<file path="config.mk">
export PLATFORM = sky130hd
export DESIGN_NAME = gas_baseline_air_quality_index
export DESIGN_NICKNAME = d
export VERILOG_FILES = /design/src/rtl/core/gbaq_pkg.sv /design/src/rtl/core/gbaq_datapath.sv /design/src/rtl/core/gbaq_ctrl.sv /design/src/rtl/core/gas_baseline_air_quality_index.sv
export VERILOG_INCLUDE_DIRS = /design/src /design/src/rtl/core
export SDC_FILE = /design/constraint.sdc
export NUM_CORES = 2
export LEC_CHECK = 0
export BUFFER_PORTS_ARGS = -buffer_cell sky130_fd_sc_hd__buf_2
export CAP_MARGIN = 10
export CORE_ASPECT_RATIO = 0.75
export CORE_UTILIZATION = 31
export CTS_CLUSTER_DIAMETER = 120
export CTS_CLUSTER_SIZE = 12
export DETAILED_ROUTE_END_ITERATION = 12
export PLACE_DENSITY = 0.46
export SYNTH_ARGS = -nofsm -noshare
export SYNTH_HDL_FRONTEND = slang
export SYNTH_SLANG_ARGS = --single-unit
export TNS_END_PERCENT = 20
</file>
<file path="constraint.sdc">
create_clock -name i_clk -period 18.51 [get_ports i_clk]
set_input_delay 0 -clock i_clk [delete_from_list [all_inputs] [get_ports i_clk]]
set_output_delay 0 -clock i_clk [all_outputs]
set_load 0.02 [all_outputs]
</file>
<file path="src/rtl/core/assert_macros.svh">
// Assertion macros used by the RTL top level of the air-quality block.
// Depends on nothing; users must have i_clk and i_rst_n in scope.
`ifndef ASSERT_MACROS_SVH
`define ASSERT_MACROS_SVH

// Clocked property, held off while reset is asserted.
`define ASSERT_CLK(label, prop, msg) \
    label: assert property (@(posedge i_clk) disable iff (!i_rst_n) (prop)) else $error(msg);

// Same-cycle implication.
`define ASSERT_IMPL(label, ante, cons, msg) \
    `ASSERT_CLK(label, (ante) |-> (cons), msg)

// Next-cycle implication.
`define ASSERT_NEXT(label, ante, cons, msg) \
    `ASSERT_CLK(label, (ante) |=> (cons), msg)

`endif

</file>
<file path="src/rtl/core/gbaq_pkg.sv">
// Package for the gas-baseline air-quality block: widths, constants,
// codes and the command/status structs between controller and datapath.
// No dependencies.
package gbaq_pkg;

    localparam int GAS_W         = 24;
    localparam int HUM_W         = 14;
    localparam int END_W         = 16;
    localparam int IAQ_W         = 9;
    localparam int ACC_W         = 2;
    localparam int BASE_INT_BITS = 24;
    localparam int CFG_ADDR_W    = 2;
    localparam int CFG_DATA_W    = 16;
    localparam int DIV_STEPS     = 8;
    localparam int Q_W           = 8;
    localparam int HREM_W        = 15;

    localparam logic [GAS_W-1:0] GAS_MIN = 24'd1000;
    localparam logic [GAS_W-1:0] GAS_MAX = 24'd10000000;

    localparam logic [HUM_W-1:0] HUM_TARGET_RST = 14'd4000;
    localparam logic [END_W-1:0] WARMUP_RST     = 16'd50;
    localparam logic [END_W-1:0] CALIBRATE_RST  = 16'd150;
    localparam logic [END_W-1:0] SETTLE_RST     = 16'd300;

    localparam logic [HUM_W-1:0] HUM_DEADBAND = 14'd2000;
    localparam logic [7:0]       HUM_STEP     = 8'd200;
    localparam logic [IAQ_W-1:0] IAQ_MAX      = 9'd500;
    localparam logic [IAQ_W-1:0] IAQ_NO_BASE  = 9'd100;

    localparam logic [ACC_W-1:0] ACC_STABILIZING = 2'd0;
    localparam logic [ACC_W-1:0] ACC_UNCERTAIN   = 2'd1;
    localparam logic [ACC_W-1:0] ACC_CALIBRATING = 2'd2;
    localparam logic [ACC_W-1:0] ACC_CALIBRATED  = 2'd3;

    typedef enum logic [CFG_ADDR_W-1:0] {
        CFG_HUMIDITY_TARGET = 2'd0,
        CFG_WARMUP_END      = 2'd1,
        CFG_CALIBRATE_END   = 2'd2,
        CFG_SETTLE_END      = 2'd3
    } t_cfg_idx;

    typedef struct packed {
        logic [HUM_W-1:0] humidity_target;
        logic [END_W-1:0] warmup_end;
        logic [END_W-1:0] calibrate_end;
        logic [END_W-1:0] settle_end;
    } t_cfg;

    typedef enum logic [2:0] {
        COEF_FAST,
        COEF_MED,
        COEF_SLOW,
        COEF_ADAPT,
        COEF_THR
    } t_coef;

    typedef enum logic [3:0] {
        ST_IDLE,
        ST_COUNT,
        ST_PLAN,
        ST_MUL,
        ST_CHECK,
        ST_MIX_WB,
        ST_PREP,
        ST_DIV,
        ST_FIN,
        ST_OUT
    } t_state;

    typedef struct packed {
        logic             capture;
        logic             count;
        logic             seed;
        logic             set_ready;
        logic             set_acc;
        logic [ACC_W-1:0] acc;
        logic             mul_start;
        t_coef            coef_sel;
        logic             mul_step;
        logic             mix_wb;
        logic             prep;
        logic             div_step;
        logic             fin;
        logic             load_out;
    } t_cmd;

    typedef struct packed {
        logic used;
        logic ready_flag;
        logic lt_warm;
        logic lt_cal;
        logic lt_settle;
        logic base_zero;
        logic adapt_hit;
    } t_sts;

endpackage

</file>
<file path="src/rtl/core/gbaq_datapath.sv">
// Datapath: baseline state, serial shift-add multiplier, restoring divider
// and index assembly. Driven by gbaq_ctrl; uses gbaq_pkg.
module gbaq_datapath
    import gbaq_pkg::*;
#(
    parameter int BASE_FRAC_BITS = 16,
    parameter int COEF_FRAC_BITS = 16,
    parameter int COUNT_BITS     = 16
) (
    input  logic             i_clk,
    input  logic             i_rst_n,
    input  t_cmd             i_cmd,
    output t_sts             o_sts,
    input  t_cfg             i_cfg,
    input  logic [GAS_W-1:0] i_gas_ohms,
    input  logic [HUM_W-1:0] i_humidity_centi,
    output logic [IAQ_W-1:0] o_iaq_index,
    output logic [ACC_W-1:0] o_accuracy_level,
    output logic             o_sample_used,
    output logic             o_baseline_ready,
    output logic [GAS_W-1:0] o_baseline_ohms
);

    localparam int BW = BASE_INT_BITS + BASE_FRAC_BITS;
    localparam int MW = BW + 1;
    localparam int PW = MW + COEF_FRAC_BITS;
    localparam int DW = BW + Q_W;
    localparam int CW = (COUNT_BITS > END_W) ? COUNT_BITS : END_W;

    localparam logic [63:0] C_ONE = 64'd1 << COEF_FRAC_BITS;
    localparam logic [COEF_FRAC_BITS-1:0] W_FAST =
        COEF_FRAC_BITS'((64'd5 * C_ONE + 64'd50) / 64'd100);
    localparam logic [COEF_FRAC_BITS-1:0] W_MED =
        COEF_FRAC_BITS'((64'd2 * C_ONE + 64'd50) / 64'd100);
    localparam logic [COEF_FRAC_BITS-1:0] W_SLOW =
        COEF_FRAC_BITS'((C_ONE + 64'd50) / 64'd100);
    localparam logic [COEF_FRAC_BITS-1:0] W_ADAPT =
        COEF_FRAC_BITS'((C_ONE + 64'd500) / 64'd1000);
    localparam logic [COEF_FRAC_BITS-1:0] T_CLEAN =
        COEF_FRAC_BITS'((64'd9 * C_ONE + 64'd5) / 64'd10);
    localparam logic signed [PW-1:0] HALF = PW'(1) <<< (COEF_FRAC_BITS - 1);

    // Baseline state
    logic [BW-1:0]         r_base;
    logic                  r_ready;
    logic [ACC_W-1:0]      r_acc;
    logic [COUNT_BITS-1:0] r_cnt;

    // Captured sample
    logic [GAS_W-1:0] r_gas;
    logic [HUM_W-1:0] r_hum;
    logic             r_used;

    // Multiplier
    logic signed [MW-1:0]       r_mcand;
    logic [COEF_FRAC_BITS-1:0]  r_coef;
    logic signed [PW-1:0]       r_prod;

    // Divider
    logic [DW-1:0]     r_grem;
    logic [DW-1:0]     r_gdvs;
    logic [Q_W-1:0]    r_gq;
    logic [HREM_W-1:0] r_hrem;
    logic [HREM_W-1:0] r_hdvs;
    logic [Q_W-1:0]    r_hq;
    logic [IAQ_W-1:0]  r_index;

    // Result register
    logic [IAQ_W-1:0] r_out_iaq;
    logic [ACC_W-1:0] r_out_acc;
    logic             r_out_used;
    logic             r_out_ready;
    logic [GAS_W-1:0] r_out_base;

    logic [BW-1:0]             w_gfx;
    logic signed [MW-1:0]      w_mcand;
    logic [COEF_FRAC_BITS-1:0] w_coef;
    logic signed [PW-1:0]      w_round;
    logic signed [PW-1:0]      w_delta;
    logic [BW-1:0]             n_base;
    logic [DW-1:0]             w_gnum;
    logic [HUM_W-1:0]          w_hdiff;
    logic [HUM_W-1:0]          w_hexcess;
    logic [7:0]                w_hneg;
    logic [DW-1:0]             w_lhs;
    logic [DW-1:0]             w_rhs;
    logic [IAQ_W:0]            w_total;
    logic [IAQ_W-1:0]          n_index;

    assign w_gfx = {r_gas, {BASE_FRAC_BITS{1'b0}}};

    always_comb begin
        w_mcand = $signed({1'b0, w_gfx}) - $signed({1'b0, r_base});
        w_coef  = W_FAST;
        case (i_cmd.coef_sel)
            COEF_FAST:  w_coef = W_FAST;
            COEF_MED:   w_coef = W_MED;
            COEF_SLOW:  w_coef = W_SLOW;
            COEF_ADAPT: w_coef = W_ADAPT;
            COEF_THR: begin
                w_mcand = $signed({1'b0, r_base});
                w_coef  = T_CLEAN;
            end
            default: w_coef = W_FAST;
        endcase
    end

    // Round the weighted difference and fold it into the baseline
    assign w_round = r_prod + HALF;
    assign w_delta = w_round >>> COEF_FRAC_BITS;
    assign n_base  = r_base + w_delta[BW-1:0];

    always_comb begin
        if (w_gfx >= r_base) begin
            w_gnum = '0;
        end else if ({w_gfx, 1'b0} >= {1'b0, r_base}) begin
            w_gnum = DW'(150) * DW'(r_base - w_gfx);
        end else begin
            w_gnum = DW'(225) * DW'(r_base) - DW'(300) * DW'(w_gfx);
        end
    end

    assign w_hdiff   = (r_hum >= i_cfg.humidity_target) ? r_hum - i_cfg.humidity_target
                                                        : i_cfg.humidity_target - r_hum;
    assign w_hexcess = (w_hdiff > HUM_DEADBAND) ? w_hdiff - HUM_DEADBAND : '0;

    // Round up the summed fractions when they reach a whole point
    assign w_hneg  = 8'(9'(HUM_STEP) - {1'b0, r_hrem[7:0]});
    assign w_lhs   = r_grem * DW'(HUM_STEP);
    assign w_rhs   = DW'(w_hneg) * DW'(r_base);
    assign w_total = (IAQ_W + 1)'(r_gq) + (IAQ_W + 1)'(r_hq)
                   + (IAQ_W + 1)'(w_lhs >= w_rhs);

    always_comb begin
        if (r_base == '0) begin
            n_index = IAQ_NO_BASE;
        end else if (w_total > (IAQ_W + 1)'(IAQ_MAX)) begin
            n_index = IAQ_MAX;
        end else begin
            n_index = w_total[IAQ_W-1:0];
        end
    end

    always_ff @(posedge i_clk) begin
        if (!i_rst_n) begin
            r_base  <= '0;
            r_ready <= 1'b0;
            r_acc   <= ACC_STABILIZING;
            r_cnt   <= '0;
        end else begin
            if (i_cmd.count && r_used && (r_cnt != {COUNT_BITS{1'b1}})) begin
                r_cnt <= r_cnt + 1'b1;
            end
            if (i_cmd.seed) begin
                r_base <= w_gfx;
            end else if (i_cmd.mix_wb) begin
                r_base <= n_base;
            end
            if (i_cmd.set_ready) begin
                r_ready <= 1'b1;
            end
            if (i_cmd.set_acc) begin
                r_acc <= i_cmd.acc;
            end
        end
    end

    always_ff @(posedge i_clk) begin
        if (i_cmd.capture) begin
            r_gas  <= i_gas_ohms;
            r_hum  <= i_humidity_centi;
            r_used <= (i_gas_ohms >= GAS_MIN) && (i_gas_ohms <= GAS_MAX);
        end
        if (i_cmd.mul_start) begin
            r_mcand <= w_mcand;
            r_coef  <= w_coef;
            r_prod  <= '0;
        end else if (i_cmd.mul_step) begin
            r_prod <= (r_prod <<< 1)
                    + (r_coef[COEF_FRAC_BITS-1] ? PW'(r_mcand) : PW'(0));
            r_coef <= r_coef << 1;
        end
        if (i_cmd.prep) begin
            r_grem <= w_gnum;
            r_gdvs <= DW'(r_base) << (DIV_STEPS - 1);
            r_gq   <= '0;
            r_hrem <= HREM_W'(w_hexcess);
            r_hdvs <= HREM_W'(HUM_STEP) << (DIV_STEPS - 1);
            r_hq   <= '0;
        end else if (i_cmd.div_step) begin
            if (r_grem >= r_gdvs) begin
                r_grem <= r_grem - r_gdvs;
                r_gq   <= {r_gq[Q_W-2:0], 1'b1};
            end else begin
                r_gq   <= {r_gq[Q_W-2:0], 1'b0};
            end
            if (r_hrem >= r_hdvs) begin
                r_hrem <= r_hrem - r_hdvs;
                r_hq   <= {r_hq[Q_W-2:0], 1'b1};
            end else begin
                r_hq   <= {r_hq[Q_W-2:0], 1'b0};
            end
            r_gdvs <= r_gdvs >> 1;
            r_hdvs <= r_hdvs >> 1;
        end
        if (i_cmd.fin) begin
            r_index <= n_index;
        end
        if (i_cmd.load_out) begin
            r_out_iaq   <= r_index;
            r_out_acc   <= r_acc;
            r_out_used  <= r_used;
            r_out_ready <= r_ready;
            r_out_base  <= r_base[BASE_FRAC_BITS +: GAS_W];
        end
    end

    assign o_sts.used       = r_used;
    assign o_sts.ready_flag = r_ready;
    assign o_sts.lt_warm    = CW'(r_cnt) < CW'(i_cfg.warmup_end);
    assign o_sts.lt_cal     = CW'(r_cnt) < CW'(i_cfg.calibrate_end);
    assign o_sts.lt_settle  = CW'(r_cnt) < CW'(i_cfg.settle_end);
    assign o_sts.base_zero  = (r_base == '0);
    assign o_sts.adapt_hit  = {1'b0, w_gfx} > r_prod[PW-1:COEF_FRAC_BITS];

    assign o_iaq_index      = r_out_iaq;
    assign o_accuracy_level = r_out_acc;
    assign o_sample_used    = r_out_used;
    assign o_baseline_ready = r_out_ready;
    assign o_baseline_ohms  = r_out_base;

endmodule

</file>
<file path="src/rtl/core/gbaq_ctrl.sv">
// Controller: sequences capture, baseline update, division and result
// hand-off. Commands gbaq_datapath; uses gbaq_pkg.
module gbaq_ctrl
    import gbaq_pkg::*;
#(
    parameter int COEF_FRAC_BITS = 16
) (
    input  logic i_clk,
    input  logic i_rst_n,
    input  logic i_in_valid,
    output logic o_in_ready,
    output logic o_out_valid,
    input  logic i_out_ready,
    input  t_sts i_sts,
    output t_cmd o_cmd
);

    localparam int STEP_BITS =
        $clog2((COEF_FRAC_BITS > DIV_STEPS) ? COEF_FRAC_BITS : DIV_STEPS);

    t_state               r_state, n_state;
    logic [STEP_BITS-1:0] r_step, n_step;
    logic                 r_mix, n_mix;
    logic                 r_out_valid, n_out_valid;

    logic w_seed;
    logic w_mix;
    logic w_slot_free;

    // Stage decision, taken on the count after this sample
    assign w_seed = i_sts.used && !i_sts.ready_flag && i_sts.lt_warm && i_sts.base_zero;
    assign w_mix  = i_sts.used && !i_sts.ready_flag
                 && ((i_sts.lt_warm && !i_sts.base_zero)
                  || (!i_sts.lt_warm && (i_sts.lt_cal || i_sts.lt_settle)));
    assign w_slot_free = !r_out_valid || i_out_ready;

    always_comb begin
        n_state = r_state;
        n_step  = r_step;
        n_mix   = r_mix;
        unique case (r_state)
            ST_IDLE: begin
                if (i_in_valid) begin
                    n_state = ST_COUNT;
                end
            end
            ST_COUNT: n_state = ST_PLAN;
            ST_PLAN: begin
                n_state = ST_PREP;
                n_step  = STEP_BITS'(COEF_FRAC_BITS - 1);
                if (w_mix) begin
                    n_state = ST_MUL;
                    n_mix   = 1'b1;
                end else if (i_sts.used && i_sts.ready_flag) begin
                    n_state = ST_MUL;
                    n_mix   = 1'b0;
                end
            end
            ST_MUL: begin
                if (r_step == '0) begin
                    n_state = r_mix ? ST_MIX_WB : ST_CHECK;
                end else begin
                    n_step = r_step - 1'b1;
                end
            end
            ST_CHECK: begin
                if (i_sts.adapt_hit) begin
                    n_state = ST_MUL;
                    n_mix   = 1'b1;
                    n_step  = STEP_BITS'(COEF_FRAC_BITS - 1);
                end else begin
                    n_state = ST_PREP;
                end
            end
            ST_MIX_WB: n_state = ST_PREP;
            ST_PREP: begin
                n_state = ST_DIV;
                n_step  = STEP_BITS'(DIV_STEPS - 1);
            end
            ST_DIV: begin
                if (r_step == '0) begin
                    n_state = ST_FIN;
                end else begin
                    n_step = r_step - 1'b1;
                end
            end
            ST_FIN: n_state = ST_OUT;
            ST_OUT: begin
                if (w_slot_free) begin
                    n_state = ST_IDLE;
                end
            end
            default: n_state = ST_IDLE;
        endcase
    end

    always_comb begin
        n_out_valid = r_out_valid;
        if ((r_state == ST_OUT) && w_slot_free) begin
            n_out_valid = 1'b1;
        end else if (i_out_ready) begin
            n_out_valid = 1'b0;
        end
    end

    always_comb begin
        o_cmd          = '0;
        o_cmd.coef_sel = COEF_FAST;
        o_cmd.acc      = ACC_STABILIZING;
        unique case (r_state)
            ST_IDLE:  o_cmd.capture = i_in_valid;
            ST_COUNT: o_cmd.count = 1'b1;
            ST_PLAN: begin
                if (w_seed) begin
                    o_cmd.seed    = 1'b1;
                    o_cmd.set_acc = 1'b1;
                    o_cmd.acc     = ACC_STABILIZING;
                end else if (w_mix) begin
                    o_cmd.mul_start = 1'b1;
                    o_cmd.set_acc   = 1'b1;
                    if (i_sts.lt_warm) begin
                        o_cmd.coef_sel = COEF_FAST;
                        o_cmd.acc      = ACC_STABILIZING;
                    end else if (i_sts.lt_cal) begin
                        o_cmd.coef_sel = COEF_MED;
                        o_cmd.acc      = ACC_UNCERTAIN;
                    end else begin
                        o_cmd.coef_sel = COEF_SLOW;
                        o_cmd.acc      = ACC_CALIBRATING;
                    end
                end else if (i_sts.used && !i_sts.ready_flag) begin
                    o_cmd.set_ready = 1'b1;
                    o_cmd.set_acc   = 1'b1;
                    o_cmd.acc       = ACC_CALIBRATED;
                end else if (i_sts.used) begin
                    o_cmd.mul_start = 1'b1;
                    o_cmd.coef_sel  = COEF_THR;
                end
            end
            ST_MUL: o_cmd.mul_step = 1'b1;
            ST_CHECK: begin
                if (i_sts.adapt_hit) begin
                    o_cmd.mul_start = 1'b1;
                    o_cmd.coef_sel  = COEF_ADAPT;
                end
            end
            ST_MIX_WB: o_cmd.mix_wb   = 1'b1;
            ST_PREP:   o_cmd.prep     = 1'b1;
            ST_DIV:    o_cmd.div_step = 1'b1;
            ST_FIN:    o_cmd.fin      = 1'b1;
            ST_OUT:    o_cmd.load_out = w_slot_free;
            default:   o_cmd.capture  = 1'b0;
        endcase
    end

    always_ff @(posedge i_clk) begin
        if (!i_rst_n) begin
            r_state     <= ST_IDLE;
            r_step      <= '0;
            r_mix       <= 1'b0;
            r_out_valid <= 1'b0;
        end else begin
            r_state     <= n_state;
            r_step      <= n_step;
            r_mix       <= n_mix;
            r_out_valid <= n_out_valid;
        end
    end

    assign o_in_ready  = (r_state == ST_IDLE);
    assign o_out_valid = r_out_valid;

endmodule

</file>
<file path="src/rtl/core/gas_baseline_air_quality_index.sv">
// Top level of the gas-baseline air-quality block: configuration registers,
// controller and datapath. Uses gbaq_pkg, gbaq_ctrl, gbaq_datapath.
//
// Each input beat carries one gas-resistance and one humidity sample and
// yields exactly one result beat. Resistances outside 1000..10000000 ohms are
// flagged as unused and leave the baseline alone, but still get an index. A
// used sample bumps a saturating count and moves the gas baseline: the first
// seeds it, then it is mixed with weight 0.05 until the count reaches
// warmup_end, 0.02 until calibrate_end and 0.01 until settle_end; at
// settle_end the baseline is marked ready and from then on only readings
// above 0.9 of it pull it, with weight 0.001. The index is a gas-ratio score
// plus a humidity penalty, 0..500, or 100 while the baseline is still zero.
// One item is worked at a time; the next beat is taken while the finished
// result waits in the output register. An item passes through count and
// plan, a multiply if a weighted update or threshold check is due (and a
// second one for the slow update when the threshold passes), the divide,
// the index and the output load. The work is done by the single shift-add
// multiplier, one coefficient bit a cycle, and by the eight-step restoring
// divider that forms the gas score and the humidity penalty. Configuration
// writes take effect at once and are meant for idle periods only.
`include "assert_macros.svh"

module gas_baseline_air_quality_index
    import gbaq_pkg::*;
#(
    parameter int BASE_FRAC_BITS = 16,
    parameter int COEF_FRAC_BITS = 16,
    parameter int COUNT_BITS     = 16
) (
    input  logic                  i_clk,
    input  logic                  i_rst_n,
    // Configuration write port
    input  logic                  i_cfg_we,
    input  logic [CFG_ADDR_W-1:0] i_cfg_addr,
    input  logic [CFG_DATA_W-1:0] i_cfg_wdata,
    // Sample channel
    input  logic                  i_in_valid,
    output logic                  o_in_ready,
    input  logic [GAS_W-1:0]      i_gas_ohms,
    input  logic [HUM_W-1:0]      i_humidity_centi,
    // Result channel
    output logic                  o_out_valid,
    input  logic                  i_out_ready,
    output logic [IAQ_W-1:0]      o_iaq_index,
    output logic [ACC_W-1:0]      o_accuracy_level,
    output logic                  o_sample_used,
    output logic                  o_baseline_ready,
    output logic [GAS_W-1:0]      o_baseline_ohms
);

    t_cfg r_cfg;
    t_cmd s_cmd;
    t_sts s_sts;

    // Configuration registers; drop bits above each register's width
    always_ff @(posedge i_clk) begin
        if (!i_rst_n) begin
            r_cfg.humidity_target <= HUM_TARGET_RST;
            r_cfg.warmup_end      <= WARMUP_RST;
            r_cfg.calibrate_end   <= CALIBRATE_RST;
            r_cfg.settle_end      <= SETTLE_RST;
        end else if (i_cfg_we) begin
            unique case (t_cfg_idx'(i_cfg_addr))
                CFG_HUMIDITY_TARGET: r_cfg.humidity_target <= i_cfg_wdata[HUM_W-1:0];
                CFG_WARMUP_END:      r_cfg.warmup_end      <= i_cfg_wdata[END_W-1:0];
                CFG_CALIBRATE_END:   r_cfg.calibrate_end   <= i_cfg_wdata[END_W-1:0];
                CFG_SETTLE_END:      r_cfg.settle_end      <= i_cfg_wdata[END_W-1:0];
                default:             r_cfg                 <= r_cfg;
            endcase
        end
    end

    // Sequencer: one state per phase, step counter for the serial units
    gbaq_ctrl #(
        .COEF_FRAC_BITS (COEF_FRAC_BITS)
    ) u_ctrl (
        .i_clk       (i_clk),
        .i_rst_n     (i_rst_n),
        .i_in_valid  (i_in_valid),
        .o_in_ready  (o_in_ready),
        .o_out_valid (o_out_valid),
        .i_out_ready (i_out_ready),
        .i_sts       (s_sts),
        .o_cmd       (s_cmd)
    );

    // Baseline state, multiplier, divider and result register
    gbaq_datapath #(
        .BASE_FRAC_BITS (BASE_FRAC_BITS),
        .COEF_FRAC_BITS (COEF_FRAC_BITS),
        .COUNT_BITS     (COUNT_BITS)
    ) u_datapath (
        .i_clk            (i_clk),
        .i_rst_n          (i_rst_n),
        .i_cmd            (s_cmd),
        .o_sts            (s_sts),
        .i_cfg            (r_cfg),
        .i_gas_ohms       (i_gas_ohms),
        .i_humidity_centi (i_humidity_centi),
        .o_iaq_index      (o_iaq_index),
        .o_accuracy_level (o_accuracy_level),
        .o_sample_used    (o_sample_used),
        .o_baseline_ready (o_baseline_ready),
        .o_baseline_ohms  (o_baseline_ohms)
    );

    // One item in flight: an accepted beat closes the input side
    `ASSERT_NEXT(a_single_item, i_in_valid && o_in_ready, !o_in_ready, "second beat taken while busy")
    // A loaded result is presented on the next cycle
    `ASSERT_NEXT(a_load_shows, s_cmd.load_out, o_out_valid, "loaded result not presented")
    // A ready baseline always reports full accuracy
    `ASSERT_IMPL(a_ready_acc, o_out_valid && o_baseline_ready, o_accuracy_level == ACC_CALIBRATED, "ready baseline without full accuracy")
    // Index never leaves its range
    `ASSERT_IMPL(a_iaq_range, o_out_valid && o_sample_used, o_iaq_index <= IAQ_MAX, "index above range")

endmodule

</file>
After elaboration in Yosys (flattened, before gate mapping)
Index checks and enable logic that the tools add are counted.
Widths: inputs -> output; s select.
{"block": "totals", "regBits": 471, "out_inout_bits": 39}
{"block": "op_classes", "add_sub_neg": 16, "mul": 5, "n_lt_le_gt_ge": 14, "eq_ne": 24, "mux": 64, "bitwise_logic": 1, "n_reduce_logical": 43}
{"op": "$mux 48", "count": 5}
{"op": "$mux 40", "count": 3}
{"op": "$mux 47", "count": 2}
{"op": "$sub 40x40->41", "count": 2}
{"op": "$mux 14", "count": 5}
{"op": "$pmux 16 s4", "count": 1}
{"op": "$add 57x57->57", "count": 1}
{"op": "$mux 57", "count": 1}
{"op": "$add 56x17->56 const B", "count": 1}
{"op": "$ge 48x47->1", "count": 1}
{"op": "$ge 48x48->1", "count": 1}
{"op": "$lt 16x16->1", "count": 3}
{"op": "$mul 48x5->45 const B", "count": 1}
{"op": "$mul 7x48->47 const A", "count": 1}
{"op": "$mul 8x40->48", "count": 1}
{"op": "$mul 8x40->48 const A", "count": 1}
{"op": "$mux 4", "count": 12}
{"op": "$sub 48x47->48", "count": 1}
{"op": "$sub 48x48->48", "count": 1}
{"op": "$ge 41x40->1", "count": 1}
{"op": "$gt 40x41->1", "count": 1}
{"op": "$add 40x40->40", "count": 1}
{"op": "$ge 40x40->1", "count": 1}
{"op": "$logic_not 40->1", "count": 1}
{"op": "other kinds (51)", "count": 118}

Logic depth before layout (Yosys ltp)
{"block": "depth", "depth_word": 11, "ltp_mapped": 47, "ltp_nobuf": 45}

Modules after synthesis
Synthesis repeated with hierarchy kept, for this count alone.
{"block": "unflattened", "cells_unflattened": 7322, "hier_area_um2": 63293.2}
{"module": "gbaq_datapath", "instances": 1, "cells_per_inst": 6978, "area_each_um2": 60060.1, "seq_area_each_um2": 10430.0}
{"module": "gas_baseline_air_quality_index", "instances": 1, "cells_per_inst": 238, "area_each_um2": 2433.6, "seq_area_each_um2": 1241.2}
{"module": "gbaq_ctrl", "instances": 1, "cells_per_inst": 106, "area_each_um2": 799.5, "seq_area_each_um2": 200.2}

Least setup slack after synthesis
Ideal clock, no wire load.
{"block": "synth_path", "kind": "flip-flop to flip-flop", "from": "register u_datapath.r_hrem[0]", "to": "register u_datapath.r_index[0] (data pin)", "setup_time_ns": 0.255, "t_arrival_ns": 9.269, "required_ns": 18.255, "slack_ns": 8.987, "path_stages_with_launch": 48, "path_buffers": 2, "period_less_slack_ns": 9.523, "path_cell_list": "edfxtp_1 > clkbuf_1 > clkinv_1 > ha_1 > nand2b_1 > a211oi_1 > xnor2_1 > clkbuf_1 > nor2_1 > fa_1 > inv_1 > fa_1 > inv_1 > fa_1 > inv_1 > fa_1 > inv_1 > ha_1 > [12 not listed] > a21o_1 > a21oi_1 > nor2b_1 > o21ai_0 > nand2b_1 > a21oi_1 > nor2b_1 > o21ai_0 > nand3_1 > a41o_1 > ha_1 > ha_1 > and4_1 > xnor2_1 > a2111oi_0 > or2_2 > a31oi_1 > and2_1"}
{"block": "synth_between", "elab_chain_cells": 6}
{"item": "start: declaration", "line_no": "gbaq_datapath.sv:63", "rtl": "logic [HREM_W-1:0] r_hrem;"}
{"item": "start signal: assignment", "line_no": "gbaq_datapath.sv:187", "rtl": "r_hrem <= HREM_W'(w_hexcess);"}
{"item": "start signal: assignment", "line_no": "gbaq_datapath.sv:198", "rtl": "r_hrem <= r_hrem - r_hdvs;"}
{"item": "$sub 8x8->8 *", "line_no": "gbaq_datapath.sv:128", "rtl": "assign w_hneg = 8'(9'(HUM_STEP) - {1'b0, r_hrem[7:0]});"}
{"item": "$mul 8x40->48 *", "line_no": "gbaq_datapath.sv:130", "rtl": "assign w_rhs = DW'(w_hneg) * DW'(r_base);"}
{"item": "$ge 48x48->1 *", "line_no": "gbaq_datapath.sv:132", "rtl": "+ (IAQ_W + 1)'(w_lhs >= w_rhs);"}
{"item": "$add 10x1->10 *", "line_no": "gbaq_datapath.sv:132"}
{"item": "$gt 10x9->1", "line_no": "gbaq_datapath.sv:137", "rtl": "end else if (w_total > (IAQ_W + 1)'(IAQ_MAX)) begin"}
{"item": "$reduce_or 2->1 (no source line)"}
{"item": "end signal: assignment", "line_no": "gbaq_datapath.sv:207", "rtl": "r_index <= n_index;"}
{"item": "end: declaration", "line_no": "gbaq_datapath.sv:66", "rtl": "logic [IAQ_W-1:0] r_index;"}
Mark *: on every way between the ends. The rest lies on a longest branch, timed or not.
A chain may end at the register's enable or synchronous reset.

Worst setup path after layout
Same ends and word-level chain as after synthesis.

==> results.ini <==
[logic_synthesis]
synthDistinctLibCells = 93
synth_area_per_cell_um2 = 8.53
ys_async_sr_fraction_pct = 0
synth_edf_count = 244
syn_inst = 7339
ys_seq_area_share_pct = 19.0
syn_nets = 8794
synth.area.top_cells = ha_1 (18%), fa_1 (16%), edfxtp_1 (12%)
yosysTopAreaCellShare_pct = 18.1
synth_top_flop_cell = edfxtp_1
synth_area_leader_cell = ha_1
synth-seq-cells = 471
synth-warning-count = 0
synth.cell_area_um2 = 62600

[cells_and_area]
diodes = 0
seq_area_um2 = 11900
area_growth_pct = 9.52
final.fill_count = 21000
final_common_cell = inv_1
fin_nets = 8879
fin_cells = 10100
layout-drive-gt1-share_pct = 4.42
fin_area_um2 = 68600
final_cell_mix = inv_1 (1111), ha_1 (904), nand2_1 (576)
multi_input_area_um2 = 45800

[cts]
clk_pin_slew_ps = 70
root_buffer = clkbuf_16
h-tree-depth = 2
cts_buffers = 47
post_cts_buffers = 0
cts_buffer_depth = 3
clkSinkCount = 471
cts_tree = yes
cts.repair.resized = 0
clock_latency_ps = 680

[timing]
skew_ps = 53.9
tightestPinTransition_ps = 1180
slew_headroom_pct = 20.8
worst_hold_slack_ps = 72.7
finalCriticalPeriod_ps = 12470
rsz0062_at_grt = no
hold_viol = 0
fin_crit_sh_pct = 67.4
finalSetupTns_ps = 0
setup_viol = 0
maxSlewViolCount = 0
fmaxAchievable_ghz = 0.0802

[die]
initial_core_util_pct = 31.3
die-area_um2 = 204000
die_y_um = 391
dieWidth_um = 521
ios = 100
num_rows = 142
fp.coreArea_um2 = 200000

[grt]
grt-ovfl-total = 0
grt_first_pass_wirelength_um = 315000
grt_start_max_net_pins = 65
grt_usage_pct = 20.0
grt_pass1_vias = 50000
antenna_found_initial = 4

[setup_path]
crit_arrival_ps = 12900
max_stage_delay_ps = 800
crit_top_cell = ha_1
end_kind = flop
crit_required_ps = 18940
critPathKind = reg2reg
startpoint_type = flop
crit_slowest_cell = clkinv_1
cp_max_fo = 40

[place]
portBuffers = 99
place.gp.congestion = 0.940
dp_cells = 9961
dpl_cell_area_um2 = 66400
dpl.hpwl_um = 164000

[outcome]
outcome = finished clean

[drt]
antenna_left = 0
num_vias = 52400
dr.pass1.iters = 6
wirelength_um = 207000
drt-initial-drc-count = 4122
drc_errors = 0
wl_per_cell_um = 20.5
viasPerCell = 5.18

[worst_hold_path]
hold_class = in2reg

[job]
maxCapViolCount = 0

==> worst max-delay path: cells and delay by family (launching register included) <==
| kind | cells | cell delay (ps) |
|---|---|---|
| and+or+nand+nor | 13 | 2360 |
| buffers and inverters | 5 | 1780 |
| DFF | 1 | 320 |
| AOI/OAI and AO/OA | 11 | 3640 |
| xor gates and xnor gates | 2 | 240 |
| adders and majority gates | 9 | 3770 |
==> layout make-up <==
| type | count | share of cell area, % |
|---|---|---|
| clock inverters | 8 | 0.192 |
| multi-input cells | 5509 | 66.7 |
| flip-flops and latches | 471 | 17.3 |
| inverters | 1120 | 6.13 |
| repair buffers | 275 | 2.93 |
| well taps | 2664 | 4.86 |
| clock buffers | 77 | 1.88 |
==> per-stage QoR <==
step | setup slack [ps] | util, %
2_1_floorplan | 8990 | -
3_3_place_gp | 6590 | 33.2
3_5_place_dp | 6400 | 33.2
4_1_cts | 6340 | 34.3
5_1_grt | 5160 | 34.3
6_report | 6040 | 34.3
==> cells by family after synthesis <==
group | synth area share, %
AOI/OAI and AO/OA | 17.9
DFF | 19.0
xor gates and xnor gates | 6.42
adders and majority gates | 33.7
muxes | 0.491
and+or+nand+nor | 14.3
buffers and inverters | 8.20
==> layer usage <==
layer	track usage (%)	share of wire, %	vias up
li1	-	-	25300
met5	0	0.0072	-
met4	2.75	1.2	2
met3	2.49	5.1	137
met1	30.8	52	25800
met2	30.1	42	1203
==> synth_stat cells (11+ instances only) <==
| cell type | count |
|---|---|
| a31oi_1 | 67 |
| xor2_1 | 170 |
| or2_2 | 19 |
| nor2_1 | 470 |
| edfxtp_1 | 244 |
| inv_1 | 1112 |
| o21a_1 | 55 |
| o31ai_1 | 27 |
| ha_1 | 904 |
| a221oi_1 | 20 |
| a21boi_0 | 19 |
| a21o_1 | 258 |
| a22oi_1 | 15 |
| a211o_1 | 14 |
| o21bai_1 | 53 |
| nor3_1 | 91 |
| o211ai_1 | 56 |
| mux2i_1 | 24 |
| nand2b_1 | 68 |
| nand2_1 | 577 |
| a2111oi_0 | 12 |
| o31a_1 | 15 |
| o21ai_0 | 271 |
| nor2b_1 | 74 |
| a22o_1 | 17 |
| and4_1 | 16 |
| a21oi_1 | 547 |
| dfxtp_1 | 227 |
| xnor2_1 | 289 |
| a31o_2 | 14 |
| a41oi_1 | 14 |
| nor4_1 | 31 |
| nand4_1 | 72 |
| nand3_1 | 132 |
| clkbuf_1 | 217 |
| and3_1 | 61 |
| o22ai_1 | 111 |
| or3_1 | 26 |
| fa_1 | 490 |
| o221ai_1 | 11 |
| and2_1 | 194 |
| a211oi_1 | 63 |
==> state kept, by name (all words and copies together) (netlist names), 14 cells and up <==
register / cells
u_datapath.r_coef: 16
u_datapath.r_hrem: 15
u_datapath.r_hum: 14
u_datapath.r_prod: 57
u_datapath.r_mcand: 41
u_datapath.r_cnt: 16
u_datapath.o_baseline_ohms: 24
u_datapath.r_base: 40
u_datapath.r_gas: 24
r_cfg: 62
u_datapath.r_grem: 48
u_datapath.r_hdvs: 15
u_datapath.r_gdvs: 47
==> path summary, 6_finish.rpt <==
check | start | endpoint | slack, ps | cells after the start
max | u_datapath.r_hrem[0] | u_datapath.r_index[0] | 6040 | 40
min | i_gas_ohms[3] | u_datapath.r_gas[3] | 70 | 2
max reg2reg | u_datapath.r_hrem[0] | u_datapath.r_index[0] | 6040 | 40
min reg2reg | r_cfg[29] | r_cfg[29] | 460 | 2
==> timing repair <==
action	in CTS	in global routing
setup endpoints to repair	0	0
hold buffers	78	0
endpoints found under the hold margin	122	0
Power is not shown: default switching activity piles up to over one toggle a cycle in this logic, so the estimate is an artifact.
